--- src/hw/rtl/vsps_pkg.sv ---
// Shared types, constants and the constant table for the source prefix swizzle.
`default_nettype none
package vsps_pkg;

	localparam int LANE_COUNT = 4;
	localparam int LANE_W     = 32;
	localparam int PREFIX_W   = 20;
	localparam int SIZE_W     = 3;
	localparam int SEL_W      = 2;
	localparam int CIDX_W     = 3;

	// Field offsets inside the prefix word.
	localparam int ABS_LSB = 8;
	localparam int CST_LSB = 12;
	localparam int NEG_LSB = 16;

	localparam logic [LANE_W-1:0] SIGN_BIT = 32'h8000_0000;

	typedef logic [LANE_COUNT-1:0][LANE_W-1:0] lane_vec_t;

	typedef struct packed {
		logic              active;
		logic              cst;
		logic [SEL_W-1:0]  sel;
		logic [CIDX_W-1:0] cidx;
		logic              ab;
		logic              neg;
	} lane_ctrl_t;

	// Constants as IEEE single bit patterns: 0, 1, 2, 1/2, 3, 1/3, 1/4, 1/6.
	function automatic logic [LANE_W-1:0] const_value(input logic [CIDX_W-1:0] idx);
		logic [LANE_W-1:0] v;
		case (idx)
			3'd0: v = 32'h0000_0000;
			3'd1: v = 32'h3F80_0000;
			3'd2: v = 32'h4000_0000;
			3'd3: v = 32'h3F00_0000;
			3'd4: v = 32'h4040_0000;
			3'd5: v = 32'h3EAA_AAAB;
			3'd6: v = 32'h3E80_0000;
			3'd7: v = 32'h3E2A_AAAB;
			default: v = 32'h0000_0000;
		endcase
		return v;
	endfunction

endpackage
`default_nettype wire

--- src/hw/rtl/vector_source_prefix_swizzle_core.sv ---
// Top level of the vector source prefix swizzle pipeline.
// An input transfer passes the input, decode, pick and negate registers in that order to its result.
// Throughput: one item per cycle while no result is held; all four stages move together.
// A stalled result freezes the whole pipeline and stalls the input side.
// Reset clears the stage valid bits only; data registers are not reset.
`default_nettype none
module vector_source_prefix_swizzle_core
	import vsps_pkg::*;
(
	input  wire logic                clk,
	input  wire logic                arst_n,
	input  wire logic                src_valid,
	output logic                     src_stall,
	input  wire logic [PREFIX_W-1:0] prefix_word,
	input  wire logic [SIZE_W-1:0]   vector_size,
	input  wire logic [LANE_W-1:0]   lane_x,
	input  wire logic [LANE_W-1:0]   lane_y,
	input  wire logic [LANE_W-1:0]   lane_z,
	input  wire logic [LANE_W-1:0]   lane_w,
	output logic                     res_valid,
	input  wire logic                res_stall,
	output logic [LANE_W-1:0]        out_x,
	output logic [LANE_W-1:0]        out_y,
	output logic [LANE_W-1:0]        out_z,
	output logic [LANE_W-1:0]        out_w
);

	logic                        adv;
	logic                        valid_s1;
	logic                        valid_s2;
	logic                        valid_s3;
	logic                        valid_s4;
	logic [PREFIX_W-1:0]         prefix_s1;
	logic [SIZE_W-1:0]           size_s1;
	lane_vec_t                   src_s1;
	lane_vec_t                   src_s2;
	lane_ctrl_t [LANE_COUNT-1:0] ctrl_s2;
	lane_vec_t                   res_s4;

	// The pipeline moves unless a finished result is held by the receiver.
	assign adv       = !(valid_s4 && res_stall);
	assign src_stall = !adv;
	assign res_valid = valid_s4;

	always_ff @(posedge clk or negedge arst_n) begin
		if (!arst_n) begin
			valid_s1 <= 1'b0;
			valid_s2 <= 1'b0;
			valid_s3 <= 1'b0;
			valid_s4 <= 1'b0;
		end else if (adv) begin
			valid_s1 <= src_valid;
			valid_s2 <= valid_s1;
			valid_s3 <= valid_s2;
			valid_s4 <= valid_s3;
		end
	end

	always_ff @(posedge clk) begin
		if (adv) begin
			prefix_s1 <= prefix_word;
			size_s1   <= vector_size;
			src_s1    <= {lane_w, lane_z, lane_y, lane_x};
		end
	end

	vsps_decode u_decode (
		.clk       (clk),
		.en        (adv),
		.prefix_s1 (prefix_s1),
		.size_s1   (size_s1),
		.src_s1    (src_s1),
		.ctrl_s2   (ctrl_s2),
		.src_s2    (src_s2)
	);

	for (genvar g = 0; g < LANE_COUNT; g++) begin : g_lane
		vsps_lane u_lane (
			.clk     (clk),
			.en      (adv),
			.ctrl_s2 (ctrl_s2[g]),
			.src_s2  (src_s2),
			.own_s2  (src_s2[g]),
			.res_s4  (res_s4[g])
		);
	end

	assign out_x = res_s4[0];
	assign out_y = res_s4[1];
	assign out_z = res_s4[2];
	assign out_w = res_s4[3];

endmodule
`default_nettype wire

--- src/hw/rtl/vsps_decode.sv ---
// Second pipeline stage: decodes the prefix word into per-lane control.
`default_nettype none
module vsps_decode
	import vsps_pkg::*;
(
	input  wire logic                clk,
	input  wire logic                en,
	input  wire logic [PREFIX_W-1:0] prefix_s1,
	input  wire logic [SIZE_W-1:0]   size_s1,
	input  wire lane_vec_t           src_s1,
	output lane_ctrl_t [LANE_COUNT-1:0] ctrl_s2,
	output lane_vec_t                src_s2
);

	localparam logic [SIZE_W-1:0] MaxSize = SIZE_W'(LANE_COUNT);

	logic [SIZE_W-1:0]               n_eff;
	lane_ctrl_t [LANE_COUNT-1:0]     ctrl_d;

	assign n_eff = (size_s1 > MaxSize) ? MaxSize : size_s1;

	always_comb begin
		for (int i = 0; i < LANE_COUNT; i++) begin
			logic [SEL_W-1:0] sel_raw;
			sel_raw          = prefix_s1[SEL_W*i +: SEL_W];
			ctrl_d[i].active = (SIZE_W'(i) < n_eff);
			ctrl_d[i].cst    = prefix_s1[CST_LSB + i];
			ctrl_d[i].ab     = prefix_s1[ABS_LSB + i];
			ctrl_d[i].neg    = prefix_s1[NEG_LSB + i];
			ctrl_d[i].cidx   = {prefix_s1[ABS_LSB + i], sel_raw};
			// A source selector past the active size falls back to lane 0.
			ctrl_d[i].sel    = ({1'b0, sel_raw} >= n_eff) ? '0 : sel_raw;
		end
	end

	always_ff @(posedge clk) begin
		if (en) begin
			ctrl_s2 <= ctrl_d;
			src_s2  <= src_s1;
		end
	end

endmodule
`default_nettype wire

--- src/hw/rtl/vsps_lane.sv ---
// Third and fourth pipeline stages of one lane: source, constant or own-lane pick with abs, then negate.
`default_nettype none
module vsps_lane
	import vsps_pkg::*;
(
	input  wire logic              clk,
	input  wire logic              en,
	input  wire lane_ctrl_t        ctrl_s2,
	input  wire lane_vec_t         src_s2,
	input  wire logic [LANE_W-1:0] own_s2,
	output logic [LANE_W-1:0]      res_s4
);

	logic [LANE_W-1:0] pick;
	logic [LANE_W-1:0] val_s3;
	logic              neg_s3;

	always_comb begin
		if (!ctrl_s2.active) begin
			pick = own_s2;
		end else if (ctrl_s2.cst) begin
			pick = const_value(ctrl_s2.cidx);
		end else if (ctrl_s2.ab) begin
			pick = src_s2[ctrl_s2.sel] & ~SIGN_BIT;
		end else begin
			pick = src_s2[ctrl_s2.sel];
		end
	end

	always_ff @(posedge clk) begin
		if (en) begin
			val_s3 <= pick;
			neg_s3 <= ctrl_s2.active & ctrl_s2.neg;
			res_s4 <= neg_s3 ? (val_s3 ^ SIGN_BIT) : val_s3;
		end
	end

endmodule
`default_nettype wire

--- config.mk ---
export PLATFORM = sky130hd
export DESIGN_NAME = vector_source_prefix_swizzle_core
export DESIGN_NICKNAME = d
export VERILOG_FILES = /design/src/hw/rtl/vsps_pkg.sv /design/src/hw/rtl/vector_source_prefix_swizzle_core.sv /design/src/hw/rtl/vsps_decode.sv /design/src/hw/rtl/vsps_lane.sv
export SDC_FILE = /design/constraint.sdc
export NUM_CORES = 1
export LEC_CHECK = 0
export BUFFER_PORTS_ARGS = -buffer_cell sky130_fd_sc_hd__buf_2
export CELL_PAD_IN_SITES_DETAIL_PLACEMENT = 1
export CELL_PAD_IN_SITES_GLOBAL_PLACEMENT = 1
export CORE_AREA = 4 4 236 238
export DETAILED_ROUTE_END_ITERATION = 16
export DIE_AREA = 0 0 240 242
export GPL_ROUTABILITY_DRIVEN = 1
export PLACE_DENSITY = 0.77
export SETUP_SLACK_MARGIN = 0.02
export SLEW_MARGIN = 40
export SYNTH_ARGS = -nofsm -noshare
export SYNTH_HDL_FRONTEND = slang
export SYNTH_SLANG_ARGS = --single-unit
--- constraint.sdc ---
create_clock -name clk -period 10.6 [get_ports clk]
set_clock_uncertainty 0.15 [all_clocks]
set_input_delay 2.12 -clock clk [delete_from_list [all_inputs] [get_ports clk]]
set_output_delay 2.12 -clock clk [all_outputs]
set_load 0.01 [all_outputs]
# ---- Word-level counts from Yosys, hierarchy flattened
# Memory sizes are Yosys's and may differ from the RTL's. A register that Yosys moved wholly into a read port is not among the register bits.
# Index checks and enable logic that the tools add are counted.
dict set report op_classes {
  order_cmp 13
  muxes 29
  bitwise_logic 8
  reduce_logical 1
}
# op n
set op_table {}
lappend op_table {{32-bit 2-to-1 mux} 20}
lappend op_table {{32-bit binary-select mux with 2-bit select} 4}
lappend op_table {{3-bit 2-to-1 mux} 5}
lappend op_table {{2-bit by 3-bit >= comparator with 1-bit output} 4}
lappend op_table {{2-bit by 3-bit < comparator with 1-bit output, second input constant} 4}
lappend op_table {{1-bit by 3-bit < comparator with 1-bit output, first input constant} 2}
lappend op_table {{2-bit by 3-bit < comparator with 1-bit output, first input constant} 2}
lappend op_table {{1-bit bitwise AND} 4}
lappend op_table {{1-bit NOT} 4}
lappend op_table {{3-bit > comparator, second input constant} 1}
lappend op_table {{1-bit logical AND} 1}
dict set report totals {
  reg_bits 579
  romBits 672
  in_bits 155
  n_memories 4
}
# name words width rd rd_clocked_by_memory_dff write_ports line
set mem_list {}
lappend mem_list {{(no name shown)} 8 21 1 1 0 vsps_pkg.sv:33} ;# case (idx)
lappend mem_list {{(no name shown)} 8 21 1 1 0 vsps_pkg.sv:33}
lappend mem_list {{(no name shown)} 8 21 1 1 0 vsps_pkg.sv:33}
lappend mem_list {{(no name shown)} 8 21 1 1 0 vsps_pkg.sv:33}

# ---- Longest topological paths before layout
dict set report depth {
  ltp_word 5
  ltp_mapped 6
  mapped_depth_nobuf 5
}

# ---- Modules after synthesis
# From an unflattened synthesis, not the netlist that was laid out.
dict set report hier_totals {
  hier_cells 1269
  hier_area_um2 23478.8
}
# mod n_inst cells_each area_each_um2 seq_area_each_um2
set by_module_without_submodules {}
lappend by_module_without_submodules {vsps_lane 4 225 3407.0 1951.9}
lappend by_module_without_submodules {vsps_decode 1 207 5149.9 4804.6}
lappend by_module_without_submodules {vector_source_prefix_swizzle_core 1 162 4700.8 4634.4}

# ---- Worst setup path before layout
# No wires, ideal clock.
dict set report synth_path {
  path_type {input to output}
  start {input port res_stall}
  end {output port src_stall}
  t_arrival_ps 9701
  required_time_ps 8330
  setup_slack_ps -1371
  path_stages 3
  n_path_buf 1
  path_cell_list {nand2_4 buf_2 inv_1}
}
dict set report synth_between {
  elab_chain_len 1
}
# item line
set synth_lines {}
lappend synth_lines {{start: declaration} vector_source_prefix_swizzle_core.sv:21} ;# input wire logic res_stall,
lappend synth_lines {{1-bit logical AND} vector_source_prefix_swizzle_core.sv:41} ;# assign adv = !(valid_s4 && res_stall);
lappend synth_lines {{end: declaration} vector_source_prefix_swizzle_core.sv:13} ;# output logic src_stall,
# Every way passes these cells.

# ---- Worst setup path after layout
# Same ends and word-level chain as after synthesis.

==> reports/metrics.yaml <==
timing:
  rsz0062_at_grt: "no"
  finalCriticalPeriod_ns: 5.29
  worstMarginPinSlew_ns: 0.855
  timing.fmax_ghz: 0.189
  setup_tns_ns: 0
  relSlewSlack_pct: 43.0
  final_max_slew_viol_count: 0
  fin_crit_sh_pct: 49.9
  final_hold_viol_count: 0
  setup_viol: 0
critical_path:
  crit_path_start_kind: "input port"
  crit_top_cell: "buf_2"
  end_kind: "output port"
  worstSetupPathType: "in2out"
  crit_fanout: 83
  cpPeakStageDelay_ns: 0.48
  path_cells: "buf_2 -> nand2_8 -> inv_1 -> buf_2"
  cp_data_arrival_time_ns: 3.02
  cp_slowest_cell: "nand2_8"
  critPathRequiredTime_ns: 8.33
final_layout:
  fin_util_pct: 52.1
  layout_commonest_cell: "edfxtp_1"
  drive_gt1_share_pct: 29.1
  multi_input_area_mm2: 0.00549
  syn_to_final_growth_pct: 16.6
  final_cell_mix: "edfxtp_1, buf_2, mux2i_1"
  seqCellArea_mm2: 0.0177
  fin_nets: 1766
  fill_cells: 5019
clock_tree:
  cts_root_buffer: "clkbuf_16"
  cts_sinks: 599
  htreeDepth: 2
  clk_latency_ns: 0.63
  post-cts-setup-buffers: 0
  cts_buffers: 60
  clock_path_buffers: 3
  cts_tree: "yes"
  cts.clk_slew.worst_paths_ns: 0.06
  ctsResizeCount: 0
  holdBufCountCts: 0
min_path:
  hold_path.class: "reg2reg"
drt:
  num_vias: 13200
  dr.pass1.iters: 5
  wl_per_cell_um: 26.6
  wl_um: 62300
  drc_errors: 0
  via_per_inst: 5.62
  drt_iter0_drc: 1118
  ant_nets: 0
pwr:
  power_density_mw_per_mm2: 300
  ir_drop_mv: 0.208
  cellLeakagePower_nw: 10.7
global_route:
  antenna_found_initial: 9
  track_usage_pct: 21.0
  grt_pass1_vias: 14100
  gr-usage-met2_pct: 35.4
  gr-max-usage-layer: "met2"
  grt_util_met1_pct: 27.6
  grt_start_max_net_pins: 188
  grt_pass1_wl_um: 91300
  use_met3_pct: 3.54
  overflow: 0
die:
  rows: 85
  die_w_um: 240
  start_util_pct: 44.7
  fp.dieH_um: 242
  ioPinCount: 285
  dieArea_mm2: 0.0581
  core_mm2: 0.0536
synthesis:
  seq_area_frac_synth_pct: 74.0
  synth_cell_type_count: 35
  synthCells: 1297
  yosysWarnings: 0
  netlist_area_mm2: 0.0239
  syn_nets: 1476
  synth_seq_cells: 599
  syn_avg_cell_area_um2: 18.5
placed_design:
  io_buffers: 284
  dpl.hpwl_um: 40000
  finalWeightedCongestion: 0.788
status:
  status: "finished, final reports clean"
run:
  maxCapViolCount: 0
layout make-up:
class	count	area share, %
clock inverters	29	0.986
diodes	9	0.0807
flip-flops and latches	599	63.5
repair buffers	306	5.96
well taps	696	3.12
inverters	68	0.914
clock buffers	84	5.77
multi-input cells	552	19.7
registers in the layout, indices dropped and copies added, names as in the netlist, named ones only:
name and count:
g_lane.u_lane.res_s4 128, g_lane.u_lane.val_s3 128, src_s1 128, u_decode.src_s2 128, u_decode.ctrl_s2 32, prefix_s1 20
g_lane.u_lane.neg_s3 4, size_s1 3, res_valid 1, valid_s1 1, valid_s2 1, valid_s3 1
metrics by stage:
step / cells / hold WS [ns] / power [mW] / cell area [um2] / worst slack, ns
6_report: 2343 / 0.263 / 8.38 / 27900 / 5.31
5_1_grt: 2342 / 0.272 / 8.78 / 27900 / 5.22
4_1_cts: 2333 / 0.266 / 8.45 / 27900 / 5.29
3_5_place_dp: 2220 / 0.255 / 6.37 / 26000 / 5.29
3_3_place_gp: 2218 / 0.251 / 6.21 / 25900 / 5.27
2_1_floorplan: 1297 / 0.250 / 5.52 / 23900 / 1.75
cell usage after synthesis, drive strengths merged:
cell     count  area share [%]
a21boi       4            0.13
xor2         4            0.15
nand3        1           0.021
clkbuf      20            0.31
dfxtp       24             2.0
mux2i      168             7.2
and2         4            0.10
buf         58             1.7
clkinv       1           0.016
o22ai       78             2.1
dfrtp        4            0.42
or2          5            0.13
ha          24             1.3
nand2b      13            0.34
inv         67             1.1
mux2        11            0.52
o2bb2ai     30             1.1
edfxtp     571              72
o21ai        1           0.021
a21oi       20            0.42
nor2b        9            0.24
o22a        68             2.5
a21o         4            0.13
nor2        24            0.38
mux4        60             5.6
a22o         3            0.11
nand2       20            0.34
or3          1           0.026
worst max-delay path: cells and delay by family:
kind,cells,cell delay (ns)
buffers and inverters,3,0.37
and+or+nand+nor,1,0.48
logic make-up after synthesis:
logic type      Yosys count  synth area share, %
fa+ha+maj                24                 1.25
compound gates          208                 6.47
buf+inv                 146                 3.12
mux                     239                 13.4
xor+xnor                  4                0.146
simple gates             77                 1.58
flops                   599                 74.0
final timing paths:
kind | from | to | slack (ns) | depth (start not counted)
setup reg to reg | res_valid$_DFFE_PN0P_ | g_lane[1].u_lane.val_s3[27]$_DFFE_PP_ | 7.45 | 4
hold / removal | g_lane[1].u_lane.val_s3[7]$_DFFE_PP_ | g_lane[1].u_lane.res_s4[7]$_DFFE_PP_ | 0.26 | 0
min in group asynchronous | arst_n | valid_s2$_DFFE_PN0P_ | 1.15 | 1
setup / recovery | res_stall | src_stall | 5.31 | 4
hold reg to reg | g_lane[1].u_lane.val_s3[7]$_DFFE_PP_ | g_lane[1].u_lane.res_s4[7]$_DFFE_PP_ | 0.26 | 0
max in group asynchronous | arst_n | valid_s1$_DFFE_PN0P_ | 9.04 | 1
where the power goes:
group | internal, mW | total, mW | switching [mW]
Combinational | 0.880 | 2.12 | 1.24
Sequential | 3.72 | 4.22 | 0.499
Clock | 1.16 | 2.04 | 0.878
routing by layer:
metal / vias to the layer above / share of wire (%)
met2: 515 / 51
met5: - / 0
li1: 5763 / -
met3: 111 / 5.4
met1: 6788 / 40
met4: 0 / 3.2
No activity file was read; power rests on OpenSTA's default activity.
